`config.mk`:
```
export PLATFORM = sky130hd
export DESIGN_NAME = iabl_front
export DESIGN_NICKNAME = d
export VERILOG_FILES = /design/src/design/iabl_pkg.sv /design/src/design/iabl_front.sv
export SDC_FILE = /design/constraint.sdc
export NUM_CORES = 1
export LEC_CHECK = 0
export BUFFER_PORTS_ARGS = -buffer_cell sky130_fd_sc_hd__buf_4
export CAP_MARGIN = 25
export CORE_MARGIN = 1.5
export CORE_UTILIZATION = 35
export DETAILED_ROUTE_END_ITERATION = 7
export PLACE_DENSITY = 0.59
export SYNTH_ARGS = -nofsm -noshare
export SYNTH_HDL_FRONTEND = slang
export SYNTH_SLANG_ARGS = --single-unit
```
`constraint.sdc`:
```
create_clock -name clk -period 7.7 [get_ports clk]
set_input_delay 0.385 -clock clk [delete_from_list [all_inputs] [get_ports clk]]
set_output_delay 0.385 -clock clk [all_outputs]
set_load 0.02 [all_outputs]
```
`src/design/iabl_pkg.sv`:
```
// ----------------------------------------------------------------------------
// Icon alpha blend package
// Word types, register indexes and fixed widths shared by the blend unit.
// ----------------------------------------------------------------------------
`default_nettype none

package iabl_pkg;

  localparam int unsigned COL_W    = 9;
  localparam int unsigned DIVN_W   = COL_W + 8;
  localparam int unsigned QUEUE_D  = 4;
  localparam int unsigned QPTR_W   = 2;
  localparam int unsigned CFG_W    = 7;
  localparam int unsigned CIDX_W   = 2;
  localparam int unsigned SCALE_W  = 4;
  localparam int unsigned SIDE_W   = 7;

  localparam logic CMD_LOAD  = 1'b0;
  localparam logic CMD_BLEND = 1'b1;

  typedef enum logic [CIDX_W-1:0] {
    REG_SCALE  = 2'd0,
    REG_WIDTH  = 2'd1,
    REG_HEIGHT = 2'd2,
    REG_NONE   = 2'd3
  } cfg_reg_t;

  typedef struct packed {
    logic        command;
    logic [11:0] texel_index;
    logic [7:0]  texel_alpha;
    logic [8:0]  scaled_col;
    logic [8:0]  scaled_row;
    logic [23:0] background_rgb;
  } in_word_t;

  typedef struct packed {
    logic [23:0] pixel_rgb;
    logic        pixel_written;
  } out_word_t;

  typedef struct packed {
    logic     is_blend;
    logic     load_ok;
    in_word_t word;
  } queue_entry_t;

  typedef struct packed {
    logic         valid;
    queue_entry_t entry;
  } queue_head_t;

  function automatic logic [7:0] lerp8(input logic [7:0] a, input logic [7:0] b,
                                       input logic [7:0] f);
    logic [16:0] sum;
    sum = 17'(a) * (17'd256 - 17'(f)) + 17'(b) * 17'(f);
    return sum[15:8];
  endfunction

  function automatic logic [7:0] div255(input logic [15:0] x);
    logic [16:0] t;
    t = 17'(x) + 17'd1 + 17'(x[15:8]);
    return t[15:8];
  endfunction

endpackage

`default_nettype wire

```
`src/design/iabl_front.sv`:
```
// ----------------------------------------------------------------------------
// Icon alpha blend front
// Accepts input words, classifies them and queues them for the back end.
// ----------------------------------------------------------------------------
`default_nettype none

module iabl_front #(
  parameter int unsigned STORE_DEPTH = 4096
) (
  input  wire logic               clk,
  input  wire logic               rst_n,
  input  wire logic               in_push,
  input  iabl_pkg::in_word_t      in_word,
  output logic                    in_full,
  output iabl_pkg::queue_head_t   head,
  input  wire logic               head_pop
);
  import iabl_pkg::*;

  queue_entry_t         slot_r [QUEUE_D];
  logic [QPTR_W-1:0]    wr_ptr_r;
  logic [QPTR_W-1:0]    rd_ptr_r;
  logic [QPTR_W:0]      count_r;
  logic                 push_ok;
  logic                 pop_ok;
  queue_entry_t         cls;

  assign in_full = (count_r == (QPTR_W+1)'(QUEUE_D));
  assign push_ok = in_push && !in_full;
  assign pop_ok  = head_pop && (count_r != '0);

  always_comb begin
    cls.word     = in_word;
    cls.is_blend = (in_word.command == CMD_BLEND);
    cls.load_ok  = (in_word.command == CMD_LOAD) &&
                   (32'(in_word.texel_index) < 32'(STORE_DEPTH));
  end

  assign head.valid = (count_r != '0);
  assign head.entry = slot_r[rd_ptr_r];

  always_ff @(posedge clk) begin
    if (push_ok) begin
      slot_r[wr_ptr_r] <= cls;
    end
  end

  always_ff @(posedge clk) begin
    if (!rst_n) begin
      wr_ptr_r <= '0;
      rd_ptr_r <= '0;
      count_r  <= '0;
    end else begin
      if (push_ok) begin
        wr_ptr_r <= wr_ptr_r + 1'b1;
      end
      if (pop_ok) begin
        rd_ptr_r <= rd_ptr_r + 1'b1;
      end
      if (push_ok && !pop_ok) begin
        count_r <= count_r + 1'b1;
      end else if (pop_ok && !push_ok) begin
        count_r <= count_r - 1'b1;
      end
    end
  end

endmodule

`default_nettype wire

```
# After elaboration in Yosys (flattened, before gate mapping)

Memory sizes are Yosys's and may differ from the RTL's. A register that Yosys moved wholly into a read port is not among the register bits.
Index checks and enable logic that the tools add are counted.

Bits of input ports: 67
Word-level logic and storage cells: 25
Memories: 1
RAM bits: 260
Register bits after elaboration: 7
Output and inout port bits: 67

Memories:

| name   | depth | width | read ports | clocked after Yosys merged registers in | wr ports | line             | source |
|---|---|---|---|---|---|---|---|
| slot_r | 4     | 65    | 1          | 1                                       | 1        | iabl_front.sv:20 | `queue_entry_t slot_r [QUEUE_D];` |

Equal/unequal tests: 1
Reduce and logical (&&, ||, !) cells: 9
Bitwise operators: 1
Mux-type cells: 6
$add $sub $neg: 4

Operators by type and width:

| operator                                         | count |
|---|---|
| 2-to-1 mux 3 bit                                 | 2 |
| adder 2 x 1 -> 2 bit, second input constant      | 2 |
| logical AND 1 bit                                | 4 |
| 2-to-1 mux 2 bit                                 | 2 |
| adder 3 x 1 -> 3 bit, second input constant      | 1 |
| == test 3 bit, second input constant             | 1 |
| logical NOT 1 bit                                | 3 |
| nonzero test 3 bit                               | 1 |
| subtractor 3 x 1 -> 3 bit, second input constant | 1 |
| 2-to-1 mux 1 bit                                 | 2 |
| nonzero test 2 bit                               | 1 |
| inverter 1 bit                                   | 1 |

# Logic depth before layout (Yosys ltp)

Depth in word-level cells: 7
Depth in mapped cells: 9
Mapped depth without buffers: 8

# Worst setup path after synthesis

No wires, ideal clock.

Path type: register -> register
From: register count_r[0]
To: memory slot_r[0][0] (netlist name), enable pin
Cell stages (with the launch flop): 5
Arrival: 2.377 ns
Path slack: 4.894 ns
Cell sequence: dfxtp_1 > nor3b_2 > nor2b_1 > buf_2 > and2_1

Longest elaborated chain between the ends: 5

Ends and longest elaborated chain:

| element                                | line             | source |
|---|---|---|
| from (decl)                            | iabl_front.sv:23 | `logic [QPTR_W:0] count_r;` |
| from (signal assigned)                 | iabl_front.sv:61 | `count_r <= count_r + 1'b1;` |
| from (signal assigned)                 | iabl_front.sv:63 | `count_r <= count_r - 1'b1;` |
| == test 3 bit                          | iabl_front.sv:28 | `assign in_full = (count_r == (QPTR_W+1)'(QUEUE_D));` |
| named net in_full                      | iabl_front.sv:14 | `output logic in_full,` |
| logical NOT 1 bit                      | iabl_front.sv:29 | `assign push_ok = in_push && !in_full;` |
| logical AND 1 bit                      | iabl_front.sv:29 |  |
| named net push_ok                      | iabl_front.sv:24 | `logic push_ok;` |
| 2-to-1 mux 1 bit                       | iabl_front.sv:43 | `if (push_ok) begin` |
| 2-to-1 mux 1 bit (not written as such) | iabl_front.sv:44 | `slot_r[wr_ptr_r] <= cls;` |
| to (decl)                              | iabl_front.sv:20 |  |

The timed path passes the listed nets, and every way through them passes these cells.

==> flow_summary.yaml <==
place:
  port_buffers: 133
  dp.cells: 880
  dp_hpwl_mm: 10.1
  place_congestion: 0.650
synthesis:
  ys_seq_elements: 265
  synth_warnings: 0
  netlist_area_um2: 9790
  syn-instance-count: 384
  syn_area_per_cell_um2: 25.5
  syn_nets: 457
  synth_adder_area_share_pct: 0.843
  synth_top_family_by_area: "multiplexers"
  synth_compound_area_share_pct: 0.345
  synth-xor-area-share_pct: 0.358
  synth-simple-area-share_pct: 1.05
  synth.yosys.seq_area_share_pct: 80.4
  ys_types: 24
  muxShareOfSynthArea_pct: 15.0
clocking:
  cts_buffers: 29
  post_cts_buffers: 0
  ctsHoldBuffers: 0
  htree_levels: 1
  clk_pin_slew_ns: 0.06
  clock-sinks: 265
  cts_tree: "built"
  post_cts_resized: 0
  clock_path_buffers: 3
  root_buffer: "clkbuf_16"
  insertion_delay_ns: 0.52
sta:
  finalHoldViolations: 0
  post-route-period-util_pct: 41.6
  relSlewSlack_pct: 51.5
  fmax_mhz: 312
  period_needed_ns: 3.20
  fin_skew_ns: 0.00635
  worst_pin_slew_ns: 0.727
  slew_violations: 0
  grt_setup_unrepaired: "no"
  setup_viol: 0
  tns_ns: 0
setup_path:
  r2r-start: "count_r[0]"
  r2r_cells: 8
  rr_endpoint: "count_r[2]"
  cp-end-kind: "primary output"
  cp.required_ns: 7.32
  worst_ep_arrival_time_ns: 2.82
  crit_end: "head[56]"
  reg2reg_slack_ns: 5.08
  critPathKind: "flip-flop to primary output"
  worstPathMaxFanout: 37
  crit_path_start_kind: "flip-flop"
min_path:
  hold_depth: 1
  min-delay-start: "in_word[9]"
  hold_class: "primary input to flip-flop"
detailed_routing:
  wl_per_cell_um: 19.0
  wl_mm: 17.8
  vias: 4314
  drtIter0Drc: 272
  drc_errors: 0
  detail_route.first_pass.iterations: 4
  ant_nets: 0
  via_per_inst: 4.61
grt:
  grt_max_degree: 65
  grtUsageTotal_pct: 12.7
  overflow: 0
  grt_pass1_wl_mm: 27.6
  grt_pass1_vias: 4934
  antenna_found_initial: 1
power:
  p_total_mw: 4.25
  ir_worst_vdd_mv: 0.185
  power_leakage_nw: 4.05
  power.density_nw_per_um2: 350
die:
  die_x_um: 170
  die_h_um: 170
  die_area_um2: 29000
  initial_utilization_pct: 35.4
  rows: 61
  core-area_um2: 27600
  ios: 134
layout:
  num-fill-cells: 2417
  fin_cells: 936
  drive_gt1_share_pct: 44.7
  fin_nets: 610
  fin_util_pct: 43.9
  syn_to_final_growth_pct: 24.0
status:
  status: "finished clean"
job:
  maxCapViolCount: 0
## state kept, by name (all words and copies together), names as in the netlist, named ones only
register  flops
wr_ptr_r      2
count_r       3
rd_ptr_r      2
slot_r      256
## per-stage QoR
stage / cell area, um2 / hold WS [ns] / setup slack [ns]
floorplan: 9790 / 0.468 / 4.89
global placement: 11100 / 0.474 / 4.92
detailed placement: 11100 / 0.518 / 4.92
CTS: 12100 / 0.0306 / 4.34
global route: 12100 / 0.0316 / 4.20
finish: 12100 / 0.0638 / 4.50
## worst max-delay path, cell delays in order, from the launching register on
cell,delay (ns)
dfxtp_4,0.75
buf_4,0.71
mux4_2,0.63
buf_4,0.18
## kinds of logic (layout without fill, tap and decap cells)
kind of cell	Yosys count	after routing
flip-flops	265	265
multiplexers	67	67
buffers and inverters	21	194
AND/OR/NAND/NOR	17	17
adder cells (fa/ha/maj)	6	6
AO/OA/AOI/OAI	4	4
XOR/XNOR	4	4
other	0	1
## routing by layer
metal	GRT usage [%]	routed length [um]	vias up
met4	3.73	297	0
met1	15.9	7580	2234
met5	0	0	-
li1	-	-	1938
met2	21.4	8850	118
met3	3.58	1090	24
## cell usage in the layout, fill, tap and decap left out, drive strengths merged
cell / Yosys / final
mux2i: 3 / 3
clkinv: 0 / 8
nor3b: 1 / 1
o31ai: 1 / 1
ha: 5 / 5
diode: 0 / 1
dfxtp: 9 / 9
buf: 15 / 139
nand2: 4 / 4
a21boi: 1 / 1
edfxtp: 256 / 256
fa: 1 / 1
xnor2: 3 / 3
and2: 8 / 8
o311ai: 1 / 1
o21ai: 1 / 1
clkbuf: 2 / 39
inv: 4 / 4
nor2b: 2 / 2
xor2: 1 / 1
bufinv: 0 / 4
or3: 2 / 2
mux4: 64 / 64
## cell usage after synthesis (all sizes together)
library cell    n  area, um2
or3             2       12.5
xnor2           3       26.3
o311ai          1       8.76
edfxtp        256       7690
and2            8       50.1
ha              5       62.6
nor3b           1       12.5
buf            15        174
nand2           4       15.0
o31ai           1       12.5
mux4           64       1440
inv             4       15.0
o21ai           1       5.00
mux2i           3       30.0
a21boi          1       7.51
clkbuf          2       8.75
nor2b           2       12.5
xor2            1       8.76
fa              1       20.0
dfxtp           9        180
## area by class of cell
type	count	area (um2)	area share [%]
Clock inverter	12	156	1.29
Antenna cell	1	2.50	0.0206
Sequential cell	265	7880	64.9
Inverter	4	15.0	0.124
Multi-Input combinational cell	98	1740	14.3
Tap cell	378	473	3.90
Clock buffer	39	763	6.29
Timing Repair Buffer	139	1120	9.23
## worst min path at each step
stage,to,slack [ns]
after global routing,slot_r[3][10],0.03
after CTS,slot_r[3][9],0.03
after global placement,wr_ptr_r[1],0.47
after detailed placement,wr_ptr_r[0],0.52
final,slot_r[2][9],0.06
after floorplan,wr_ptr_r[1],0.47
## where the power goes
group,internal [mW],total (mW),switching (mW),leakage [nW]
clock network,0.822,1.33,0.505,0.450
registers,1.75,1.85,0.0976,2.42
logic,0.527,1.07,0.541,1.18
Power figures use the tool's default switching activity.
